[src/rtl/qrs_pkg.sv]
package qrs_pkg;

  localparam int FRAC_BITS_DEF = 16;
  localparam int CW = 32;            // coefficient / root width
  localparam int DW = 66;            // discriminant width
  localparam int SW = DW / 2;        // square root width
  localparam int RW = SW + 3;        // square root remainder width
  localparam int TW = SW + 1;        // |b| + s width, also divisor width
  localparam int NW = 2 * CW;        // dividend width
  localparam int SQ_CELLS = SW;
  localparam int DV_CELLS = CW;

  typedef enum logic [1:0] {
    ST_TWO    = 2'd0,
    ST_NODISC = 2'd1,
    ST_AZERO  = 2'd2
  } status_t;

  typedef struct packed {
    status_t         status;
    logic            na;
    logic            nb;
    logic            nc;
    logic [CW-1:0]   ma;
    logic [CW-1:0]   mb;
    logic [CW-1:0]   mc;
  } sq_tag_t;

  typedef struct packed {
    logic [RW-1:0] rem;
    logic [SW-1:0] root;
    logic [DW-1:0] d;
    sq_tag_t       tag;
  } sq_t;

  typedef struct packed {
    logic [TW-1:0] dv;
    logic [TW-1:0] rem;
    logic [CW-1:0] num;
    logic [CW-1:0] q;
    logic          ovf;
    logic          neg;
  } lane_t;

  typedef struct packed {
    lane_t [1:0] lane;
    status_t     status;
  } dv_t;

endpackage

[src/rtl/qrs_sqrt_cell.sv]
// One root bit per cell: consumes two discriminant bits.
module qrs_sqrt_cell (
  input  logic          clk,
  input  logic          rst,
  input  logic          en,
  input  logic          vin,
  input  qrs_pkg::sq_t  din,
  output logic          vout,
  output qrs_pkg::sq_t  dout
);
  logic [qrs_pkg::RW-1:0] cur;
  logic [qrs_pkg::RW-1:0] trial;
  qrs_pkg::sq_t           nxt;

  always_comb begin
    cur   = {din.rem[qrs_pkg::RW-3:0], din.d[qrs_pkg::DW-1 -: 2]};
    trial = {{(qrs_pkg::RW-qrs_pkg::SW-2){1'b0}}, din.root, 2'b01};
    nxt   = din;
    nxt.d = {din.d[qrs_pkg::DW-3:0], 2'b00};
    if (cur >= trial) begin
      nxt.rem  = cur - trial;
      nxt.root = {din.root[qrs_pkg::SW-2:0], 1'b1};
    end else begin
      nxt.rem  = cur;
      nxt.root = {din.root[qrs_pkg::SW-2:0], 1'b0};
    end
  end

  always_ff @(posedge clk) begin
    if (rst) begin
      vout <= 1'b0;
    end else if (en) begin
      vout <= vin;
    end
  end

  always_ff @(posedge clk) begin
    if (en) begin
      dout <= nxt;
    end
  end
endmodule

[config.mk]
export PLATFORM = sky130hd
export DESIGN_NAME = qrs_sqrt_cell
export DESIGN_NICKNAME = d
export VERILOG_FILES = /design/src/rtl/qrs_pkg.sv /design/src/rtl/qrs_sqrt_cell.sv
export SDC_FILE = /design/constraint.sdc
export NUM_CORES = 1
export LEC_CHECK = 0
export BUFFER_PORTS_ARGS = -buffer_cell sky130_fd_sc_hd__buf_2
export CELL_PAD_IN_SITES_DETAIL_PLACEMENT = 1
export CELL_PAD_IN_SITES_GLOBAL_PLACEMENT = 1
export CORE_AREA = 2 2 184 186
export DETAILED_ROUTE_END_ITERATION = 6
export DIE_AREA = 0 0 186 188
export GPL_TIMING_DRIVEN = 0
export PLACE_DENSITY_LB_ADDON = 0.1
export SLEW_MARGIN = 25
export SYNTH_ARGS = -nofsm -noshare
export SYNTH_HDL_FRONTEND = slang
export SYNTH_SLANG_ARGS = --single-unit
[constraint.sdc]
create_clock -name clk -period 9.9 [get_ports clk]
set_input_delay 1.98 -clock clk [delete_from_list [all_inputs] [get_ports clk]]
set_output_delay 1.98 -clock clk [all_outputs]
set_load 0.02 [all_outputs]
==> flow_summary.json <==
{
  "status": "finished, final reports clean",
  "die-area_sq_mm": 0.0350,
  "instances_no_fill": 1560,
  "dpl_cell_area_sq_mm": 0.0127,
  "holdPathEnd": "vout",
  "maxSlewHeadroom_pct": 56.6,
  "worstPathCellList": "buf_2, inv_1, ha_1, o21a_2, o311ai_2, a32oi_2, a41oi_4, o211a_4, o31a_4, o211a_4, inv_8, buf_12, mux2_4",
  "pre_cts_ws_ns": 4.77,
  "syn_area_per_cell_sq_um": 16.6,
  "cp-end-kind": "flip-flop",
  "hp-class": "reg2reg",
  "synthCells": 586,
  "grt_pass1_wl_microns": 45000,
  "cts-root-buf": "clkbuf_16",
  "path_class": "in2reg",
  "synth_ff_type": "edfxtp_1",
  "yosys_warnings": 0,
  "numCtsBuffers": 29,
  "met3_usage_pct": 6.04,
  "grt_max_degree": 93,
  "finalSetupViolations": 0,
  "drv_cap": 0,
  "wl_microns": 31600,
  "cts_buffer_depth": 3,
  "rows": 67,
  "ant_nets": 0,
  "cts_tree": "yes",
  "synth.distinct_cells": 65,
  "path_clk_slew_ns": 0.06,
  "cts_resized": 0,
  "cp_num_buf_inv": 4,
  "critPathMostFrequentCell": "o211a_4",
  "antenna_found_initial": 7,
  "p_leak_uw": 0.00600,
  "portBuffers": 472,
  "use_met1_pct": 18.6,
  "core_area_sq_mm": 0.0331,
  "worstMarginPinSlew_ns": 0.648,
  "cp_slowest_stage_delay_ns": 0.36,
  "hold_viol": 0,
  "fin_ws_ns": 5.32,
  "syn_area_sq_mm": 0.00972,
  "ys_seq_area_share_pct": 72.5,
  "track_usage_pct": 17.3,
  "drt_pass1_iterations": 4,
  "initial_utilization_pct": 29.4,
  "hpwl_microns": 25200,
  "cellPowerDensity_mw_per_mm2": 199,
  "insertion_delay_ns": 0.52,
  "vias": 6841,
  "r2r_slack_ns": 9.30,
  "cts_hold_buf": 0,
  "hold_depth": 2,
  "r2r_start": "vout",
  "worstReg2RegEnd": "vout",
  "die_w_microns": 186,
  "clock-sinks": 235,
  "synth_edf_count": 234,
  "ir_drop_v": 0.000109,
  "wl_per_cell_microns": 20.2,
  "num_io_pins": 477,
  "final_cell_mix": "buf_2 (473), edfxtp_1 (234), inv_1 (47)",
  "final.min_clock_period_ns": 4.58,
  "die_h_microns": 188,
  "ys_ff_latch": 235,
  "fmax_mhz": 219,
  "cp.depth": 13,
  "start_kind": "input pin",
  "use_met2_pct": 32.1,
  "grt_pass1_vias": 7137,
  "cp.required_ns": 10.18,
  "path_max_fanout": 10,
  "synthArstFlopShare_pct": 0,
  "htree_levels": 1,
  "drive_above_1_share_pct": 51.4,
  "place.gp.congestion": 0.745,
  "grt-ovfl-total": 0,
  "final_nets": 1367,
  "rsz0062_at_grt": "false",
  "drc": 0,
  "post_cts_buffers": 0,
  "setup-tns-final_ns": 0,
  "place_inst": 1509,
  "period_share_pct": 46.2,
  "grt.busiest_layer": "met2",
  "finClkSkew_ns": 0,
  "area_delta_synth_final_pct": 39.8,
  "ff2ff_path_depth": 2,
  "crit_arrival_ns": 4.85,
  "cp_slowest_cell": "ha_1",
  "dr.first_iter.drc_count": 367,
  "path_delay_family": "compound AO/OA/AOI/OAI gates",
  "viasPerCell": 4.39,
  "hp-start": "vout",
  "whs_ns": 0.512,
  "final_common_cell": "buf_2",
  "slew_violations": 0,
  "finish.instance_area_sq_mm": 0.0136
}
power by group:
group	switching, uW	internal, uW	leakage (uW)
clock network	399	584	0.000425
logic	304	197	0.00328
registers	19.4	1200	0.00230
layout make-up:
type	instances	area, sq um
fillers	3569	19500
flip-flops and latches	235	7050
repair buffers	474	2430
multi-input cells	293	2380
clock buffers	36	752
well taps	448	561
inverters	48	188
clock inverters	14	119
plain buffers	11	111
diodes	1	2.50
stage by stage:
stage,power [uW],util (%)
6_report,2710,41.0
5_1_grt,2830,41.0
4_1_cts,2750,41.0
3_5_place_dp,1750,38.4
3_3_place_gp,1750,38.2
2_1_floorplan,1540,-
cell families (layout without fill, tap and decap cells):
family	count (synthesis)	after routing	share of synthesized area [%]
DFF	235	235	72.5
AOI/OAI and AO/OA	99	99	7.37
and+or+nand+nor	91	91	4.74
buffers and inverters	59	583	3.08
adders and majority gates	35	35	4.50
muxes	35	35	5.01
xor gates and xnor gates	31	31	2.79
other	1	3	0.0386
sequential cells by signal (all words and copies together), names as in the netlist:
register and flops:
dout 234, vout 1
metal layers:
| layer | part of all wire, % | vias to the layer above |
|---|---|---|
| met1 | 36 | 3289 |
| met3 | 9.5 | 53 |
| li1 | - | 3237 |
| met2 | 52 | 250 |
| met4 | 2.2 | 12 |
| met5 | 0.28 | - |
synthesized netlist by cell type, types with 4 or more instances:
cell type | instances | share of area, %
edfxtp_1 | 234 | 72
nand2_1 | 27 | 1.0
a21oi_1 | 30 | 1.5
xor2_1 | 13 | 1.2
nor2_1 | 16 | 0.62
ha_1 | 35 | 4.5
nand4_1 | 7 | 0.45
mux2i_1 | 4 | 0.41
o21ai_0 | 18 | 0.93
nor3_1 | 7 | 0.36
xnor2_1 | 18 | 1.6
o21a_1 | 6 | 0.46
o211ai_1 | 5 | 0.39
inv_1 | 47 | 1.8
a21o_1 | 9 | 0.69
mux2_4 | 26 | 4.0
mux2_2 | 5 | 0.58
o21bai_1 | 4 | 0.31
nand3_1 | 9 | 0.46
worst max-delay path by stage:
stage / from / endpoint / slack (ns)
final: din[168] / dout[232] / 5.32
after CTS: din[168] / dout[232] / 5.30
after global placement: en / vout / 3.34
after detailed placement: din[168] / dout[232] / 4.77
after floorplan: din[168] / dout[207] / 5.23
after global routing: din[173] / dout[235] / 5.20
worst min-delay path: cells and delay by family, from the launching register on:
kind | cells | cell delay [ns]
flip-flops | 1 | 0.32
multiplexers | 1 | 0.07
AND/OR/NAND/NOR | 1 | 0.08
Note: power is estimated with default switching activity, not from simulation.
