**src/rtl/qrs_pkg.sv**
```systemverilog
package qrs_pkg;

  localparam int FRAC_BITS_DEF = 16;
  localparam int CW = 32;            // coefficient / root width
  localparam int DW = 66;            // discriminant width
  localparam int SW = DW / 2;        // square root width
  localparam int RW = SW + 3;        // square root remainder width
  localparam int TW = SW + 1;        // |b| + s width, also divisor width
  localparam int NW = 2 * CW;        // dividend width
  localparam int SQ_CELLS = SW;
  localparam int DV_CELLS = CW;

  typedef enum logic [1:0] {
    ST_TWO    = 2'd0,
    ST_NODISC = 2'd1,
    ST_AZERO  = 2'd2
  } status_t;

  typedef struct packed {
    status_t         status;
    logic            na;
    logic            nb;
    logic            nc;
    logic [CW-1:0]   ma;
    logic [CW-1:0]   mb;
    logic [CW-1:0]   mc;
  } sq_tag_t;

  typedef struct packed {
    logic [RW-1:0] rem;
    logic [SW-1:0] root;
    logic [DW-1:0] d;
    sq_tag_t       tag;
  } sq_t;

  typedef struct packed {
    logic [TW-1:0] dv;
    logic [TW-1:0] rem;
    logic [CW-1:0] num;
    logic [CW-1:0] q;
    logic          ovf;
    logic          neg;
  } lane_t;

  typedef struct packed {
    lane_t [1:0] lane;
    status_t     status;
  } dv_t;

endpackage

```
**src/rtl/qrs_div_cell.sv**
```systemverilog
// One quotient bit per cell, for both root lanes side by side.
module qrs_div_cell (
  input  logic          clk,
  input  logic          rst,
  input  logic          en,
  input  logic          vin,
  input  qrs_pkg::dv_t  din,
  output logic          vout,
  output qrs_pkg::dv_t  dout
);
  logic [qrs_pkg::TW:0] cur [2];
  qrs_pkg::dv_t         nxt;

  always_comb begin
    nxt = din;
    for (int i = 0; i < 2; i++) begin
      cur[i] = {din.lane[i].rem, din.lane[i].num[qrs_pkg::CW-1]};
      nxt.lane[i].num = {din.lane[i].num[qrs_pkg::CW-2:0], 1'b0};
      if (cur[i] >= {1'b0, din.lane[i].dv}) begin
        nxt.lane[i].rem = qrs_pkg::TW'(cur[i] - {1'b0, din.lane[i].dv});
        nxt.lane[i].q   = {din.lane[i].q[qrs_pkg::CW-2:0], 1'b1};
      end else begin
        nxt.lane[i].rem = cur[i][qrs_pkg::TW-1:0];
        nxt.lane[i].q   = {din.lane[i].q[qrs_pkg::CW-2:0], 1'b0};
      end
    end
  end

  always_ff @(posedge clk) begin
    if (rst) begin
      vout <= 1'b0;
    end else if (en) begin
      vout <= vin;
    end
  end

  always_ff @(posedge clk) begin
    if (en) begin
      dout <= nxt;
    end
  end
endmodule

```
**config.mk**
```make
export PLATFORM = sky130hd
export DESIGN_NAME = qrs_div_cell
export DESIGN_NICKNAME = d
export VERILOG_FILES = /design/src/rtl/qrs_pkg.sv /design/src/rtl/qrs_div_cell.sv
export SDC_FILE = /design/constraint.sdc
export NUM_CORES = 1
export LEC_CHECK = 0
export ABC_AREA = 0
export BUFFER_PORTS_ARGS = -buffer_cell sky130_fd_sc_hd__buf_4
export CAP_MARGIN = 25
export CORE_AREA = 3 3 212 214
export CTS_BUF_LIST = sky130_fd_sc_hd__clkbuf_8
export DETAILED_ROUTE_END_ITERATION = 12
export DIE_AREA = 0 0 215 217
export PLACE_DENSITY = 0.55
export SYNTH_ARGS = -nofsm -noshare
export SYNTH_HDL_FRONTEND = slang
export SYNTH_SLANG_ARGS = --single-unit
export TNS_END_PERCENT = 1
```
**constraint.sdc**
```tcl
create_clock -name clk -period 8.19 [get_ports clk]
set_input_delay 0.819 -clock clk [delete_from_list [all_inputs] [get_ports clk]]
set_output_delay 0.819 -clock clk [all_outputs]
set_load 0.02 [all_outputs]
```
==> results of run 1 <==
==> metal layers <==
metal | vias up | GRT usage | share of wire
met5 | - | 0 | 0.00032
met4 | 2 | 0.0524 | 0.023
met3 | 54 | 0.0533 | 0.080
met2 | 352 | 0.293 | 0.50
met1 | 4633 | 0.196 | 0.39
li1 | 4796 | - | -
==> cell families (layout without fill, tap and decap cells) <==
family                   count (synthesis)  in the layout
AO/OA/AOI/OAI                          254            254
XOR/XNOR                                57             57
adder cells (fa/ha/maj)                 70             70
buffers and inverters                  114            721
flip-flops                             269            269
multiplexers                            19             19
other                                    1              2
AND/OR/NAND/NOR                        198            198
==> worst max path at each step <==
stage / start / end / slack [ps] / depth (start not counted)
3_3_place_gp: din[111] / dout[92]$_DFFE_PP_ / 3520 / 11
2_1_floorplan: din[67] / dout[96]$_DFFE_PP_ / 4660 / 13
6_report: din[111] / dout[98]$_DFFE_PP_ / 4120 / 13
3_5_place_dp: din[111] / dout[98]$_DFFE_PP_ / 3480 / 13
4_1_cts: din[111] / dout[98]$_DFFE_PP_ / 4160 / 13
5_1_grt: din[111] / dout[98]$_DFFE_PP_ / 3950 / 13
==> worst register-to-register path, delay by kind of cell, from the launching register on <==
| family | cells | cell delay (ps) |
|---|---|---|
| mux | 1 | 130 |
| flops | 1 | 310 |
| simple gates | 1 | 60 |
==> area by class of cell <==
cell class,instances,area (um^2),share of cell area
tap,585,732,0.0401
timing repair buffer,544,4100,0.225
inverter,89,334,0.0183
clock inverter,38,189,0.0103
clock buffer,50,688,0.0377
multi-input combinational,600,4150,0.227
sequential,269,8070,0.442
==> flip-flops by register name (all words and copies together), names as in the netlist <==
signal and cells:
vout 1, dout 268
==> per-stage QoR <==
step                      utilization  cells  instance area (um^2)  hold slack, ps
after global placement          0.404   2087                 17400             477
after floorplan                     -    983                 12700             579
after global routing            0.424   2175                 18300             338
after CTS                       0.424   2175                 18300             323
after detailed placement        0.404   2087                 17400             502
final                           0.424   2175                 18300             396
==> layout by cell type (no fill, tap or decap), types with 3 or more instances in the layout <==
master    count
clkbuf_8     50
clkinv_1     16
a311oi_1      4
nand2_1      65
nor3_1        9
o31ai_1       5
buf_4       542
a21oi_1      86
a21o_1       29
o21ai_0      62
edfxtp_1    268
clkinv_2      9
o21a_1        9
xnor2_1      31
a31oi_1       5
nand3_1      21
inv_1        99
o211ai_1      3
nor4_1        3
ha_1         68
or2_2         3
nor2_1       49
o31a_1        4
nand3b_1      4
a211oi_1      9
nand2b_1     10
nand4_1      12
nor2b_1       6
a31o_2        3
mux2_2       17
o21bai_1     13
xor2_1       26
and3_1       11
==> power by group <==
group	total (mW)	internal [mW]	leakage (nW)	switching, mW
registers	1.72	1.68	2.63	0.0402
clock network	1.17	0.599	0.492	0.571
logic	0.926	0.405	4.86	0.521
==> summary.md, run 1 <==
| Metric | Value |
|---|---|
| CTS Root Cell | clkbuf_8 |
| Largest net degree at the start of global routing | 149 |
| 1st-iter DRT viols | 531 |
| Total power divided by cell area | 209 nW/um^2 |
| # H-tree levels | 2 |
| Total of cells resized after clock tree synthesis | 0 |
| Syn_area_per_cell | 12.9 um^2 |
| WP buf/inv | 3 |
| R2R setup slack | 7570 ps |
| Detailed-route wire length per cell | 18.9 um |
| Ports | 545 |
| Clock transition at path regs | 60 ps |
| Fin nets | 1,896 |
| RSZ-0062 raised after global routing | no |
| Warnings from Yosys | 0 |
| Starting Density | 0.294 |
| Buffers added on ports | 540 |
| # setup viols final | 0 |
| Antenna violations before repair | 1 |
| Inserted Diodes | 0 |
| First-pass GRT wire length | 60.5 mm |
| Post-synth ARST share | 0 |
| Layout Skew | 0 ps |
| Crit Path Class | input pin to register |
| Top delay family on crit path | compound AO/OA/AOI/OAI gates |
| # clock sinks | 269 |
| Congestion Overflow GR | 0 |
| Area growth syn-to-layout | 44.1% |
| Synth area leaders | edfxtp_1 64%, ha_1 6.7%, a21oi_1 3.4% |
| Crit-path max cell delay | 710 ps |
| Hold crit path type | input pin to register |
| Status | complete, no violations |
| Crit path DAT | 4490 ps |
| DRC viols | 0 |
| Cell Rows | 76 |
| DRT antenna net count | 0 |
| Post-synth top cells | 268 x edfxtp_1, 89 x inv_1, 86 x a21oi_1 |
| Number of global-route vias before repair | 10,100 |
| #FFs+latches synth | 269 |
| FF-to-FF path depth | 2 |
| Synth Area in Adders | 0.0703 |
| Seq/Total Area, Yosys | 0.637 |
| Placer Congestion | 0.845 |
| Hold EP | vout$_SDFFE_PP0P_ |
| HPWL after DPL | 32.2 mm |
| Via density | 4.52 |
| Post-Synth Simple-Gate Area | 0.0732 |
| Total CTS buffers | 48 |
| Top-count cell post-synth | edfxtp_1 |
| TritonCTS clock tree | built |
| Worst Path Required | 8610 ps |
| Most frequent CP cell | buf_4 |
| Leading area contributor after synthesis | edfxtp_1 |
| Main synth FF type | edfxtp_1 |
| Fin Setup TNS | 0 ps |
| CP Capture Type | register |
| Setup Slack @ Placement | 3480 ps |
| Type of origin of the critical path | input pin |
| Leak Pwr | 7.98 nW |
| Largest family of logic cells by synthesized area | compound AO/OA/AOI/OAI gates |
| Final worst setup slack | 4120 ps |
| Worst R2R Start | vout$_SDFFE_PP0P_ |
| Post-Synth XOR/XNOR Area | 0.0394 |
| Filler cell count in the final layout | 4,214 |
| Max clock buf depth | 3 |
| Hold Path Origin | rst |
| Chip Height | 217 um |
| Worst rel slew slack | 0.342 |
| Tot GR Track Use | 0.167 |
| Core Region | 43,100 um^2 |
| Slew @ Worst Pin | 986 ps |
| Post-synth EDFFs | 268 |
| Worst VDD drop | 114 uV |
| Fraction of synthesized area in multiplexers | 0.0167 |
| Setup bufs post-CTS | 0 |
| Synth Cell Area | 12,700 um^2 |
| Initial DRT Pass Iterations | 5 |
| Fin crit share | 0.497 |
| Final Hold Viols | 0 |
| Final WL | 41.2 mm |
| Hold Buf Count CTS | 0 |
| Worst-path cell chain | buf_4 -> inv_1 -> ha_1 -> nand4_1 -> a211o_1 -> a311o_1 -> o211a_2 -> o32a_4 -> o21ai_4 -> buf_4 -> nand3b_1 -> mux2_2 -> o2111ai_1 |
| Max Slew Vio Count | 0 |
| Die footprint | 46,700 um^2 |
| Crit-path max FO | 32 |
| Post-Synthesis Cells | 982 |
| Peak Freq | 246 MHz |
| Area share of the largest cell type after synthesis | 0.635 |
| Clk Latency, worst-skew pair | 580 ps |
| Synth Area in Compound Gates | 0.127 |
| Worst R2R End | vout$_SDFFE_PP0P_ |
| Hold depth | 2 |
| Chip width | 215 um |
| Synth cell types | 61 |
| CP max stage cell | o21ai_4 |
| Power consumption | 3.82 mW |
| Max-Cap Viols | 0 |
| Share of layout cells above drive strength 1 | 0.399 |
| Minimum clock period | 4070 ps |
| Via count | 9,837 |
(Power assumes the default switching activity.)
==> inputs of run 2 (changes only) <==
Clock period 8.19 ns to 3.8 ns, I/O delays scaled along.
==> run 2 against run 1 <==
Hold slack got worse by 320 ps. Combinational power rose by 140%. Largest power group unchanged. Clock-buffer cell count fell by 1. Core utilization rose by 5.2 points. Cell count rose by 10%.
==> summary.md, run 2 (synthesized netlist as in run 1, its figures left out) <==
| Metric | Value |
|---|---|
| Layout Skew | 0 ps (unchanged) |
| Post-Layout Inst Area | 20,500 um^2 (+12%) |
| Setup bufs post-CTS | 0 (unchanged) |
| Worst rel slew slack | 0.530 (+0.187) |
| Final worst setup slack | 303 ps (-3820 ps) |
| First-pass GRT wire length | 65.0 mm (+7.4%) |
| Power consumption | 8.55 mW (+120%) |
| Area occupied by multi-input gates | 4150 um^2 (unchanged) |
| Largest regs | dout: 268 flops, vout: 1 flops |
| RSZ-0062 raised after global routing | no |
| Filler cell count in the final layout | 3,923 (-6.9%) |
| Clock transition at path regs | 60 ps (about the same) |
| Initial DRT Pass Iterations | 5 (unchanged) |
| CP Capture Type | register |
| DRT antenna net count | 0 (unchanged) |
| Fin cells | 2,395 (+10%) |
| Buffers added on ports | 540 (unchanged) |
| DRC viols | 0 (unchanged) |
| Cells after DPL | 2,098 (+0.53%) |
| # clock sinks | 269 (unchanged) |
| Met1 usage | 0.204 (+0.00781) |
| Minimum clock period | 3500 ps |
| Register with the most flip-flops | dout |
| Crit path DAT | 3850 ps (-640 ps) |
| Largest net degree at the start of global routing | 80 (-46%) |
| HPWL after DPL | 32.4 mm (+0.47%) |
| Commonest non-fill, non-tap cells in the layout | 548 x buf_4, 268 x edfxtp_1, 203 x dlygate4sd3_1, 104 x inv_1, 86 x a21oi_1 |
| CTS Root Cell | clkbuf_8 |
| Leak Pwr | 8.94 nW (+12%) |
| Total power divided by cell area | 417 nW/um^2 (+99%) |
| Placer Congestion | 0.850 (+0.66%) |
| Gate power share | 0.259 (+0.017) |
| Via count | 10,700 (+8.8%) |
| # setup viols final | 0 (unchanged) |
| Sw Ratio | 0.296 (-0.000411) |
| Max clock buf depth | 3 (unchanged) |
| Max Slew Vio Count | 0 (unchanged) |
| TritonCTS clock tree | built |
| Slew @ Worst Pin | 705 ps (-281 ps) |
| Global routing's busiest layer | met2 |
| Number of global-route vias before repair | 11,400 (+13%) |
| Max-Cap Viols | 0 (unchanged) |
| Ports | 545 (unchanged) |
| 1st-iter DRT viols | 537 (+1.1%) |
| Sequential power share | 0.435 (-0.016) |
| Peak Freq | 286 MHz |
| Congestion Overflow GR | 0 (unchanged) |
| Worst Path Required | 4150 ps (-4460 ps) |
| Status | complete, no violations |
| # H-tree levels | 2 (unchanged) |
| Via density | 4.47 (-1.2%) |
| Met2 GRT Util | 0.314 (+0.0218) |
| Internal Power | 6.02 mW (+120%) |
| Final Hold Slack | 74.3 ps (-322 ps) |
| Starting Density | 0.294 (unchanged) |
| Share of layout cells above drive strength 1 | 0.358 (-0.0410) |
| Most common cell after layout, fill and taps aside | buf_4 |
| Final WL | 43.2 mm (+4.9%) |
| Area growth syn-to-layout | 61.8% |
| Total of cells resized after clock tree synthesis | 0 (unchanged) |
| Type of origin of the critical path | input pin |
| Hold crit path type | input pin to register |
| Final Hold Viols | 0 (unchanged) |
| Tot GR Track Use | 0.177 (+0.0101) |
| Clock network power share | 0.307 (about the same) |
| Setup Slack @ Placement | 246 ps (-3230 ps) |
| Clk Latency, worst-skew pair | 600 ps (+20 ps) |
| Met3 global-route usage | 0.0514 (-0.00195) |
| Core Region | 43,100 um^2 (unchanged) |
| Detailed-route wire length per cell | 18.1 um (-4.7%) |
| Switching power total | 2.53 mW (+120%) |
| Register Area | 8070 um^2 (unchanged) |
| Total CTS buffers | 49 (+2.1%) |
| Crit Path Class | input pin to register |
| DP Area | 17,500 um^2 (+0.83%) |
| Fin Setup TNS | 0 ps (unchanged) |
| Chip width | 215 um (unchanged) |
| Crit-path max FO | 4 (-88%) |
| Cell Rows | 76 (unchanged) |
| Worst VDD drop | 264 uV (+130%) |
| Antenna violations before repair | 1 (unchanged) |
| Fin nets | 2,111 (+11%) |
| Chip Height | 217 um (unchanged) |
| Die footprint | 46,700 um^2 (unchanged) |
| Final core occ | 0.476 (+0.0520) |
| Fin crit share | 0.920 |
| Largest register FFs | 268 (unchanged) |
run 2: cell types whose count changed in the layout (fill, tap and decap cells not counted), sizes merged:
cell         before  now
dlygate4sd3       0  203
buf             544  555
inv             100  104
clkinv           25   23
clkinvlp          1    3
diode             0    2
bufinv            1    2
clkbuf           50   49
run 2: path summary, 6_finish.rpt:
kind                          start                  end  slack, ps  depth (start not counted)
hold reg to reg   vout$_SDFFE_PP0P_    vout$_SDFFE_PP0P_       1060                          3
hold / removal             din[221]  dout[222]$_DFFE_PP_         70                          3
setup reg to reg  vout$_SDFFE_PP0P_    vout$_SDFFE_PP0P_       2660                          3
setup / recovery           din[102]   dout[94]$_DFFE_PP_        300                         15
run 2: power groups by stage:
stage	Sequential, mW	Clock (mW)	Combinational (mW)
after global placement	3.77	0	2.03
after detailed placement	3.77	0	2.04
after CTS	3.72	2.76	2.23
after global routing	3.74	2.88	2.38
after floorplan	4.15	0	0.666
final	3.72	2.62	2.21
run 2: layout make-up:
class	count	share of cell area
Antenna cell	2	0.000244
Tap cell	585	0.0357
Clock inverter	43	0.0127
Sequential cell	269	0.393
Timing Repair Buffer	758	0.306
Inverter	89	0.0163
Multi-Input combinational cell	600	0.202
Clock buffer	49	0.0329
run 2: critical path, stage by stage:
cell and delay (ps):
dlygate4sd3_1 530, buf_4 110, ha_1 140, inv_1 50, fa_1 420, a211oi_1 340, o21ai_0 160, a21oi_1 290
o22ai_1 200, o31a_1 300, o21ai_0 250, buf_4 190, o31a_1 160, xnor2_1 70, mux2_2 260
run 2: routing by layer:
| metal | wire (um) | share of wire |
|---|---|---|
| met1 | 17100 | 0.40 |
| met2 | 21800 | 0.50 |
| met3 | 2940 | 0.068 |
| met4 | 1380 | 0.032 |
| met5 | 0 | 0 |
run 2: timing repair:
item / 4_1_cts / 5_1_grt
hold buffers: 203 / 0
hold endpoints to repair: 202 / 0
endpoints found under the setup margin: 0 / 0
